## src/hdl/pmqs_pkg.sv

```systemverilog
// Types and constants shared by the priority queue scheduler modules.
package pmqs_pkg;

  localparam int unsigned TaskW = 8;
  localparam int unsigned PrioW = 3;

  typedef enum logic [1:0] {
    ACT_SCHEDULE   = 2'd0,
    ACT_REMOVE     = 2'd1,
    ACT_TAKE       = 2'd2,
    ACT_RESCHEDULE = 2'd3
  } action_t;

  typedef enum logic [1:0] {
    ST_OK        = 2'd0,
    ST_EMPTY     = 2'd1,
    ST_NOT_FOUND = 2'd2,
    ST_FULL      = 2'd3
  } status_t;

  typedef enum logic [2:0] {
    S_IDLE,
    S_SCAN,
    S_DROP,
    S_SCHED,
    S_DONE
  } state_t;

  typedef struct packed {
    logic [1:0]       action;
    logic [TaskW-1:0] task_id;
    logic [PrioW-1:0] task_priority;
  } in_item_t;

  typedef struct packed {
    logic [TaskW-1:0] out_task;
    logic             out_valid;
    logic signed [3:0] active_priority;
    logic [1:0]       status;
  } out_item_t;

  // Command from the controller to every queue cell.
  typedef struct packed {
    logic             push;
    logic             pop;
    logic             drop;
    logic [TaskW-1:0] tid;
  } cell_cmd_t;

endpackage

```

## src/hdl/pmqs_cell.sv

```systemverilog
// One queue cell: a single task slot of a level queue, shifting towards the head.
module pmqs_cell (
  input  logic                  clk,
  input  logic                  rst,
  input  logic                  sel,
  input  pmqs_pkg::cell_cmd_t   cmd,
  input  logic                  is_tail,
  input  logic                  nb_full,
  input  logic [pmqs_pkg::TaskW-1:0] nb_task,
  input  logic                  nb_drop,
  output logic                  full,
  output logic [pmqs_pkg::TaskW-1:0] task_q,
  output logic                  drop_out
);
  import pmqs_pkg::*;

  logic             full_next;
  logic [TaskW-1:0] task_next;
  logic             kill;

  // mark this cell when it holds the id; nb_drop flags a match nearer the head
  assign kill     = full && (task_q == cmd.tid);
  assign drop_out = nb_drop;

  // choose the next content of this slot; a drop pass removes the first copy only
  always_comb begin
    full_next = full;
    task_next = task_q;
    if (sel) begin
      if (cmd.pop) begin
        full_next = nb_full;
        task_next = nb_task;
      end else if (cmd.push && !full && is_tail) begin
        full_next = 1'b1;
        task_next = cmd.tid;
      end else if (cmd.drop && (kill || drop_out)) begin
        full_next = nb_full;
        task_next = nb_task;
      end
    end
  end

  always_ff @(posedge clk) begin
    if (rst) begin
      full <= 1'b0;
    end else begin
      full <= full_next;
    end
    task_q <= task_next;
  end

endmodule

```

## src/hdl/priority_multi_queue_scheduler_unit.sv

```systemverilog
// Top level of the strict priority multi queue scheduler.
//
// channel | direction | handshake       | payload
// command | in        | start / busy    | cmd  (in_item_t)
// result  | out       | done strobe     | res  (out_item_t)
//
// Schedule and take next pass through the schedule state and the done state
// before the registered result strobe. Remove scans one level per cycle from
// the top, then drops one copy of the id per cycle from the first level that
// holds it, until none is left, plus a final check; reschedule then adds the
// schedule state.
// Reset empties all queues.
// The receiver cannot stall: done is high for one cycle per command.
module priority_multi_queue_scheduler_unit #(
  parameter int unsigned LEVELS      = 8,
  parameter int unsigned QUEUE_DEPTH = 16
) (
  input  logic                clk,
  input  logic                rst,
  input  logic                start,
  input  pmqs_pkg::in_item_t  cmd,
  output logic                busy,
  output logic                done,
  output pmqs_pkg::out_item_t res
);
  import pmqs_pkg::*;

  localparam int unsigned LW = (LEVELS > 1) ? $clog2(LEVELS) : 1;

  state_t state, state_next;
  in_item_t item;
  logic [LW-1:0] lvl_in;
  logic [LW-1:0] scan;
  logic [LEVELS-1:0] nonempty;
  logic [LEVELS-1:0] hit;
  logic [LEVELS-1:0] qfull;
  logic [TaskW-1:0] head_task [LEVELS];
  cell_cmd_t ccmd;
  logic [LEVELS-1:0] csel;
  logic signed [LW:0] cur, cur_next;
  logic [1:0] st, rs;
  logic [TaskW-1:0] otask;
  logic ovalid;

  function automatic state_t found_sched();
    return (item.action == ACT_RESCHEDULE) ? S_SCHED : S_DONE;
  endfunction

  // clamp the requested level into range
  always_comb begin
    if (32'(item.task_priority) >= LEVELS) lvl_in = LW'(LEVELS - 1);
    else lvl_in = LW'(item.task_priority);
  end

  // one row of cells per level
  for (genvar l = 0; l < LEVELS; l++) begin : g_lvl
    logic [QUEUE_DEPTH-1:0] f;
    logic [QUEUE_DEPTH-1:0] dr;
    logic [TaskW-1:0] t [QUEUE_DEPTH];
    logic [QUEUE_DEPTH-1:0] m;
    for (genvar c = 0; c < QUEUE_DEPTH; c++) begin : g_c
      logic tail;
      logic nf;
      logic [TaskW-1:0] nt;
      logic nd;
      if (c == 0) begin : g_h
        assign tail = 1'b1;
        assign nd   = 1'b0;
      end else begin : g_b
        assign tail = f[c-1];
        assign nd   = dr[c-1] || m[c-1];
      end
      if (c == QUEUE_DEPTH - 1) begin : g_e
        assign nf = 1'b0;
        assign nt = '0;
      end else begin : g_n
        assign nf = f[c+1];
        assign nt = t[c+1];
      end
      assign m[c] = f[c] && (t[c] == ccmd.tid);
      pmqs_cell u_cell (
        .clk(clk), .rst(rst), .sel(csel[l]), .cmd(ccmd), .is_tail(tail),
        .nb_full(nf), .nb_task(nt), .nb_drop(nd), .full(f[c]), .task_q(t[c]),
        .drop_out(dr[c])
      );
    end
    assign nonempty[l]  = f[0];
    assign qfull[l]     = f[QUEUE_DEPTH-1];
    assign hit[l]       = |m;
    assign head_task[l] = t[0];
  end

  // highest non-empty level, or -1
  always_comb begin
    cur_next = '1;
    for (int i = 0; i < LEVELS; i++) begin
      if (nonempty[i]) cur_next = (LW+1)'(i);
    end
  end

  // next state
  always_comb begin
    state_next = state;
    case (state)
      S_IDLE: if (start) begin
        case (action_t'(cmd.action))
          ACT_REMOVE, ACT_RESCHEDULE: state_next = S_SCAN;
          default: state_next = S_SCHED;
        endcase
      end
      S_SCAN: begin
        if (cur < 0 || (scan == '0 && !hit[scan])) state_next = found_sched();
        else if (hit[scan] && nonempty[scan]) state_next = S_DROP;
        else state_next = S_SCAN;
      end
      // repeat the drop pass until no copy of the id is left in the row
      S_DROP:  state_next = hit[scan] ? S_DROP : found_sched();
      S_SCHED: state_next = S_DONE;
      S_DONE:  state_next = S_IDLE;
      default: state_next = S_IDLE;
    endcase
  end

  // outputs to the cells
  always_comb begin
    ccmd = '0;
    csel = '0;
    ccmd.tid = item.task_id;
    case (state)
      S_DROP: begin
        ccmd.drop = 1'b1;
        csel[scan] = 1'b1;
      end
      S_SCHED: begin
        if (item.action == ACT_TAKE) begin
          if (cur >= 0) begin
            ccmd.pop = 1'b1;
            csel[cur[LW-1:0]] = 1'b1;
          end
        end else if (!qfull[lvl_in]) begin
          ccmd.push = 1'b1;
          csel[lvl_in] = 1'b1;
        end
      end
      default: ;
    endcase
  end

  assign busy = (state != S_IDLE);
  assign cur  = cur_next;

  always_ff @(posedge clk) begin
    if (rst) begin
      state <= S_IDLE;
      done  <= 1'b0;
    end else begin
      state <= state_next;
      done  <= (state == S_DONE);
    end
    if (state == S_IDLE && start) begin
      item   <= cmd;
      otask  <= '0;
      ovalid <= 1'b0;
      rs     <= ST_NOT_FOUND;
      st     <= ST_OK;
    end
    // walk levels downward from the top
    if (state == S_IDLE) scan <= LW'(LEVELS - 1);
    else if (state == S_SCAN && !(hit[scan] && nonempty[scan]) && scan != '0)
      scan <= scan - 1'b1;
    if (state == S_DROP) rs <= ST_OK;
    if (state == S_SCHED) begin
      if (item.action == ACT_TAKE) begin
        if (cur < 0) st <= ST_EMPTY;
        else begin
          otask  <= head_task[cur[LW-1:0]];
          ovalid <= 1'b1;
        end
      end else if (qfull[lvl_in]) st <= ST_FULL;
      else if (item.action == ACT_RESCHEDULE) st <= rs;
    end
    if (state == S_DONE && (item.action == ACT_REMOVE)) st <= rs;
    res.out_task        <= otask;
    res.out_valid       <= ovalid;
    res.active_priority <= 4'(cur);
    res.status          <= (state == S_DONE && item.action == ACT_REMOVE) ? rs : st;
  end

  a_done_pulse: assert property (@(posedge clk) disable iff (rst) done |=> !done)
    else $error("done longer than one cycle");
  a_busy_start: assert property (@(posedge clk) disable iff (rst)
    (start && !busy) |=> busy) else $error("command not taken");
  a_valid_ok: assert property (@(posedge clk) disable iff (rst)
    (done && res.out_valid) |-> res.status == ST_OK) else $error("bad status");

endmodule

```

## config.mk

```make
export PLATFORM = sky130hd
export DESIGN_NAME = priority_multi_queue_scheduler_unit
export DESIGN_NICKNAME = d
export VERILOG_FILES = /design/src/hdl/pmqs_pkg.sv /design/src/hdl/pmqs_cell.sv /design/src/hdl/priority_multi_queue_scheduler_unit.sv
export SDC_FILE = /design/constraint.sdc
export NUM_CORES = 2
export LEC_CHECK = 0
export BUFFER_PORTS_ARGS = -buffer_cell sky130_fd_sc_hd__buf_4
export CAP_MARGIN = 20
export CORE_ASPECT_RATIO = 1.25
export CORE_MARGIN = 3
export CORE_UTILIZATION = 50
export DETAILED_ROUTE_END_ITERATION = 8
export GPL_TIMING_DRIVEN = 0
export PLACE_DENSITY = 0.65
export SLEW_MARGIN = 20
export SYNTH_ARGS = -nofsm -noshare
export SYNTH_HDL_FRONTEND = slang
export SYNTH_SLANG_ARGS = --single-unit
export TNS_END_PERCENT = 5
```

## constraint.sdc

```tcl
create_clock -name clk -period 4.7 [get_ports clk]
set_input_delay 0.235 -clock clk [delete_from_list [all_inputs] [get_ports clk]]
set_output_delay 0.235 -clock clk [all_outputs]
set_load 0.01 [all_outputs]
```

Word level (Yosys, flattened, before mapping):

Index checks and enable logic that the tools add are counted.

* output and inout port bits: 17
* register bits: 1199
* memories kept: 0
* RAM bits: 0
* bits of input ports: 16
* bits in read-only memories: 0
* bits in latches: 0
* word-level logic and storage cells: 2270

* add/sub/neg operators: 1
* shift-type cells: 0
* muxes and demuxes: 816
* div/mod/pow operators: 0
* bitwise gates (word level): 1
* reductions and logical operators: 1033
* multiply operators: 0
* order comparisons: 9
* eq/ne operators: 138

Operators by type and width (count)
* 8-bit 2-to-1 mux: 385
* 8-bit == test: 128
* 1-bit logical AND: 513
* 1-bit 2-to-1 mux: 399
* 3-bit nonzero test: 130
* 2-bit AND reduction: 128
* 1-bit logical NOT: 130
* 16-bit OR reduction: 8
* 1-bit logical OR: 121
* 4-bit 2-to-1 mux: 8
* 8-bit binary-select mux with 3-bit select: 1
* 2-bit 2-to-1 mux: 11
* 8-bit case mux with 2 select lines: 1
* 3-bit by 4-bit less-than comparator with 1-bit output, second input constant: 3
* 3-bit 2-to-1 mux: 4
* 3-bit case mux with 4 select lines: 1
* 1-bit binary-select mux with 3-bit select: 3
* 1-bit demux with 3-bit select: 3
* 3-bit by 1-bit >= comparator with 1-bit output, second input constant: 3
* 2-bit == test, second input constant: 3
* 3-bit by 2-bit == test with 1-bit output, second input constant: 2
* 3-bit logical NOT: 2
* 2-bit by 1-bit == test with 1-bit output, second input constant: 2
* 4-bit by 1-bit >= comparator with 1-bit output, second input constant: 1
* 8 further kinds: 8

Depth between registers and ports, before layout:

* depth in word-level cells: 21
* mapped depth: 15
* mapped depth without buffers: 10

Cells and area by module:

Synthesis repeated with hierarchy kept, for this count alone.

* cell total of the unflattened synthesis: 6943
* area total of the unflattened synthesis: 82774.4 um^2

Modules (own cells, without submodules)
* pmqs_cell: area each 520.5 um^2, cells an instance 38, sequential area each 260.2 um^2, instances 128
* priority_multi_queue_scheduler_unit: area each 16150.5 um^2, cells an instance 2079, sequential area each 1071.0 um^2, instances 1

Least setup slack after synthesis:

Ideal clock, no wire load.

* path kind: flip-flop to flip-flop
* start: register item, in the netlist lvl_in[0]
* end: register g_lvl[1].g_c[11].u_cell.full
* setup time: 0.070 ns
* arrival: 3.175 ns
* cell stages (with the launch flop): 15
* buffers on the path: 4
* clock period less this slack: 3.245 ns
* path slack: 1.455 ns
* data required time: 4.630 ns
* cells stage by stage: edfxtp_1 > clkbuf_1 > mux2i_1 > nor2_1 > or4_4 > nor2_4 > nand2_2 > buf_2 > buf_2 > nor3b_1 > buf_2 > inv_1 > a21oi_1 > o21ai_0 > a21oi_1

* cells in the longest elaborated chain, start to end: 9
* elaborated cells on any way between the ends: 19
* those cells by class: 2 x order compare; 12 x mux; 5 x reduce/logical

RTL lines
* start, declared: line priority_multi_queue_scheduler_unit.sv:31 `in_item_t item;`
* start signal, assigned: line priority_multi_queue_scheduler_unit.sv:161 `item <= cmd;`
* parallel branches: the longest is 9 deep, another holds 3-bit by 4-bit less-than comparator with 1-bit output
* end signal, assigned: line pmqs_cell.sv:47 `full <= full_next;`
* end, declared: line pmqs_cell.sv:11 `output logic full,`

Several ways; the timed one is not identified. The select of a mux whose other input is x is not followed.
A chain may end at the register's enable or synchronous reset.

Worst setup path after layout:

* start: register item, in the netlist ccmd[7]
* end: register scan[0]

* cells in the longest elaborated chain, start to end: 9
* elaborated cells on any way between the ends: 270
* those cells by class: 128 x eq/ne; 2 x mux; 140 x reduce/logical

RTL lines
* 8-bit == test: line priority_multi_queue_scheduler_unit.sv:80 `assign m[c] = f[c] && (t[c] == ccmd.tid);`
* 1-bit logical AND: line priority_multi_queue_scheduler_unit.sv:80
* 16-bit OR reduction: line priority_multi_queue_scheduler_unit.sv:89 `assign hit[l] = |m;`
* 1-bit binary-select mux with 3-bit select *: line priority_multi_queue_scheduler_unit.sv:169 `else if (state == S_SCAN && !(hit[scan] && nonempty[scan]) && scan != '0)`
* 1-bit 2-to-1 mux (not written as such) *: line priority_multi_queue_scheduler_unit.sv:169
* 1-bit logical AND *: line priority_multi_queue_scheduler_unit.sv:169
* 1-bit logical NOT *: line priority_multi_queue_scheduler_unit.sv:169
* 1-bit logical AND * (2 in a row): line priority_multi_queue_scheduler_unit.sv:169
* end signal, assigned: line priority_multi_queue_scheduler_unit.sv:168 `if (state == S_IDLE) scan <= LW'(LEVELS - 1);`
* end signal, assigned: line priority_multi_queue_scheduler_unit.sv:170 `scan <= scan - 1'b1;`
* end, declared: line priority_multi_queue_scheduler_unit.sv:33 `logic [LW-1:0] scan;`

Mark *: on every way between the ends. The rest lies on a longest branch, timed or not. The select of a mux whose other input is x is not followed.

==> flow_summary_export.csv <==
group,metric,value,unit
timing,slew_viol_final,0,
logic_synthesis,synth_seq_cells,1199,
clock_network,clock_latency,0.80,ns
run_status,violations,"setup timing",
clock_network,postCtsSetupRepairBufs,0,
final_layout,layout.cells.non_filler,7313,
worst_setup_path,startpoint_type,"flop",
timing,fmax,203,MHz
logic_synthesis,synth_fp_nets,5270,
timing,skew,0.0306,ns
worst_setup_path,critical_path_class,"flop to flop",
die,die_w,331,um
worst_setup_path,arrival,5.58,ns
power_and_ir_drop,p_leak,0.0233,uW
clock_network,clkTransAtPathRegs,0.07,ns
final_layout,syn_to_final_growth,11.7,%
global_route,grtUsageTotal,39.7,%
worst_setup_path,cp_slowest_stage_delay,0.75,ns
die,coreArea,131000,um^2
final_layout,postLayoutCellArea,73900,um^2
logic_synthesis,ys_warn_count,0,
worst_setup_path,critPathCaptureType,"flop",
detailed_routing,ant_nets,0,
die,rows,148,
final_layout,fin_nets,5475,
global_route,gr-total-overflow,0,
clock_network,cts_tree,"built",
clock_network,root_buffer,"clkbuf_16",
detailed_routing,vias,48053,
final_layout,fillers,10899,
clock_network,htree_levels,4,
worst_setup_path,crit_path_end,"scan[0]",
place,dpl.cell_count,7035,
clock_network,clock-sinks,1199,
min_path,hold_class,"input pin to flop",
worst_setup_path,critPathMaxFanout,10,
timing,period_share,105,%
clock_network,cts_made_buffers,132,
power_and_ir_drop,powerDensity,411,nW/um^2
place,hpwl,193000,um
die,die_h,413,um
final_layout,drive_above_1_share,29.7,%
power_and_ir_drop,peakVddDrop,0.000390,V
logic_synthesis,synth_edf_count,1037,
worst_setup_path,r2r_cells,14,
timing,worst_slack,-0.234,ns
logic_synthesis,postSynth.asyncResetShare,0,%
timing,final_hold_viol_count,0,
clock_network,clk_path_buf_depth,3,
place,io_buffers,32,
logic_synthesis,syn-instance-count,5252,
timing,worst_pin_slew,1.36,ns
timing,period_needed,4.93,ns
die,pin_count,33,
timing,maxSlewHeadroom,9.40,%
flow_run,maxCapViolCount,0,
detailed_routing,finalWirelength,277000,um
logic_synthesis,ys_seq_area_share,52.0,%
detailed_routing,firstDrtPassIters,6,
worst_setup_path,cp_cell_sequence,"buf_2 > buf_6 > buf_6 > buf_4 > xnor2_1 > nand3_1 > nor3_1 > nor4_2 > nand3_1 > o311ai_2 > a31oi_2 > nor3_2 > o21ai_1 > mux2i_1",
die,start_util,50.6,%
logic_synthesis,synth_flop_cell,"edfxtp_1",
detailed_routing,viasPerCell,6.57,
detailed_routing,first_iter_violations,7144,
global_route,grt_pass1_wl,374000,um
place,gp_congestion,1.03,
detailed_routing,avgRoutedWirePerCell,37.9,um
timing,finalSetupViolCount,101,
worst_setup_path,crit_start,"ccmd[7]",
final_layout,layout_commonest_cell,"edfxtp_1",
logic_synthesis,syn-cell-area,66100,um^2
worst_setup_path,r2r-start,"ccmd[7]",
global_route,antenna_found_initial,34,
timing,rsz0062_at_grt,"yes",
worst_setup_path,required,5.34,ns
logic_synthesis,synthDistinctLibCells,84,
place,dpl_cell_area,69200,um^2
worst_setup_path,cp_slowest_cell,"o311ai_2",
run_status,status,"finished with violations",
detailed_routing,drc,0,
die,fp.dieArea,137000,um^2
final_layout,most-common-layout-cells,"edfxtp_1, mux2_2, xnor2_1",
worst_setup_path,reg2reg_setup_slack,-0.23,ns
global_route,grt_pass1_vias,45625,
logic_synthesis,postSynthAreaPerCell,12.6,um^2
global_route,grt_max_degree,20,
worst_setup_path,r2r_end,"scan[0]",
## synthesized netlist by cell type, drive strengths merged (13+ instances only)
cell	n	share of area, %
nand2	92	0.53
nor3	134	1.1
a31oi	23	0.27
inv	51	0.29
mux2	961	16
buf	240	2.6
and2	71	0.67
mux2i	13	0.20
nor4	104	1.0
a211oi	99	1.1
nand3	99	0.75
clkbuf	174	0.99
o21ai	77	0.58
edfxtp	1037	47
nor3b	115	1.5
nor2	351	2.0
nand4	104	0.98
a21oi	175	1.4
dfxtp	162	4.9
xnor2	580	7.7
xor2	444	5.9
## per-stage QoR
stage / setup slack [ns] / utilization (%) / hold slack (ns) / power (uW) / TNS [ns]
finish: -0.234 / 56.5 / 0.179 / 30400 / -7.78
global route: -0.215 / 56.5 / 0.181 / 30600 / -6.46
CTS: -0.0999 / 56.3 / 0.142 / 29900 / -1.42
detailed placement: -0.724 / 52.9 / 0.338 / 19900 / -92.61
global placement: -1.65 / 52.4 / 0.336 / 19600 / -866.13
floorplan: 1.45 / - / 0.330 / 15500 / 0
## state kept, by name, indices dropped and copies added (netlist names)
name,count
state,3
g_lvl.g_c.u_cell.task_q,1024
scan,3
ovalid,1
res,15
st,2
g_lvl.g_c.u_cell.full,128
ccmd,8
otask,8
done,1
rs,1
lvl_in,3
item,2
## worst max-delay path: cells and delay by family (launching register included)
kind,cells,cell delay [ns]
multiplexers,1,0.17
XOR/XNOR,1,0.14
flip-flops,1,0.33
buffers and inverters,4,1.31
AND/OR/NAND/NOR,5,1.53
AO/OA/AOI/OAI,3,1.29
## layout make-up
class / instances / area [um^2] / share of cell area, %
flip-flops and latches: 1199 / 34400 / 46.5
multi-input cells: 3588 / 29500 / 39.9
clock buffers: 204 / 3790 / 5.13
plain buffers: 411 / 2520 / 3.41
well taps: 1725 / 2160 / 2.92
repair buffers: 74 / 958 / 1.30
clock inverters: 41 / 338 / 0.457
inverters: 51 / 191 / 0.259
diodes: 20 / 50.0 / 0.0677
## cells by family (layout without fill, tap and decap cells)
logic type	after synthesis	after routing	share of synthesized area, %
AO/OA/AOI/OAI	461	461	4.59
XOR/XNOR	1024	1024	13.6
buffers and inverters	465	781	3.90
multiplexers	978	978	16.7
adder cells (fa/ha/maj)	2	2	0.0378
AND/OR/NAND/NOR	1123	1123	9.21
other	0	20	0
flip-flops	1199	1199	52.0
## where the power goes
| group | internal (uW) | switching, uW |
|---|---|---|
| Sequential | 11500 | 69.3 |
| Combinational | 2080 | 6520 |
| Clock | 5740 | 4510 |
| Total | 19300 | 11100 |
## worst min-delay path by stage
stage	end	slack, ns	cells after the start	startpoint
final	ccmd[3]	0.18	2	cmd[6]
after global routing	lvl_in[0]	0.18	2	cmd[0]
after CTS	ccmd[2]	0.14	2	cmd[5]
after detailed placement	res[6]	0.34	0	ovalid
after global placement	res[6]	0.34	0	ovalid
after floorplan	res[10]	0.33	0	otask[3]
## repair_timing
action | CTS | global route
gates resized for setup | 47 | 52
hold endpoints to repair | 17 | 0
hold buffers | 16 | 0
setup endpoints to repair | 416 | 332
pin swaps | 2 | 1
## layer usage
metal  track usage, %  vias up  wire [um]
met5                0        -        117
met4             29.4       12      24400
met3             11.0      936      33000
met2             61.1     3400     122000
met1             47.8    24145      97700
li1                 -    19560          -
Note: power is estimated with default switching activity, not from simulation.
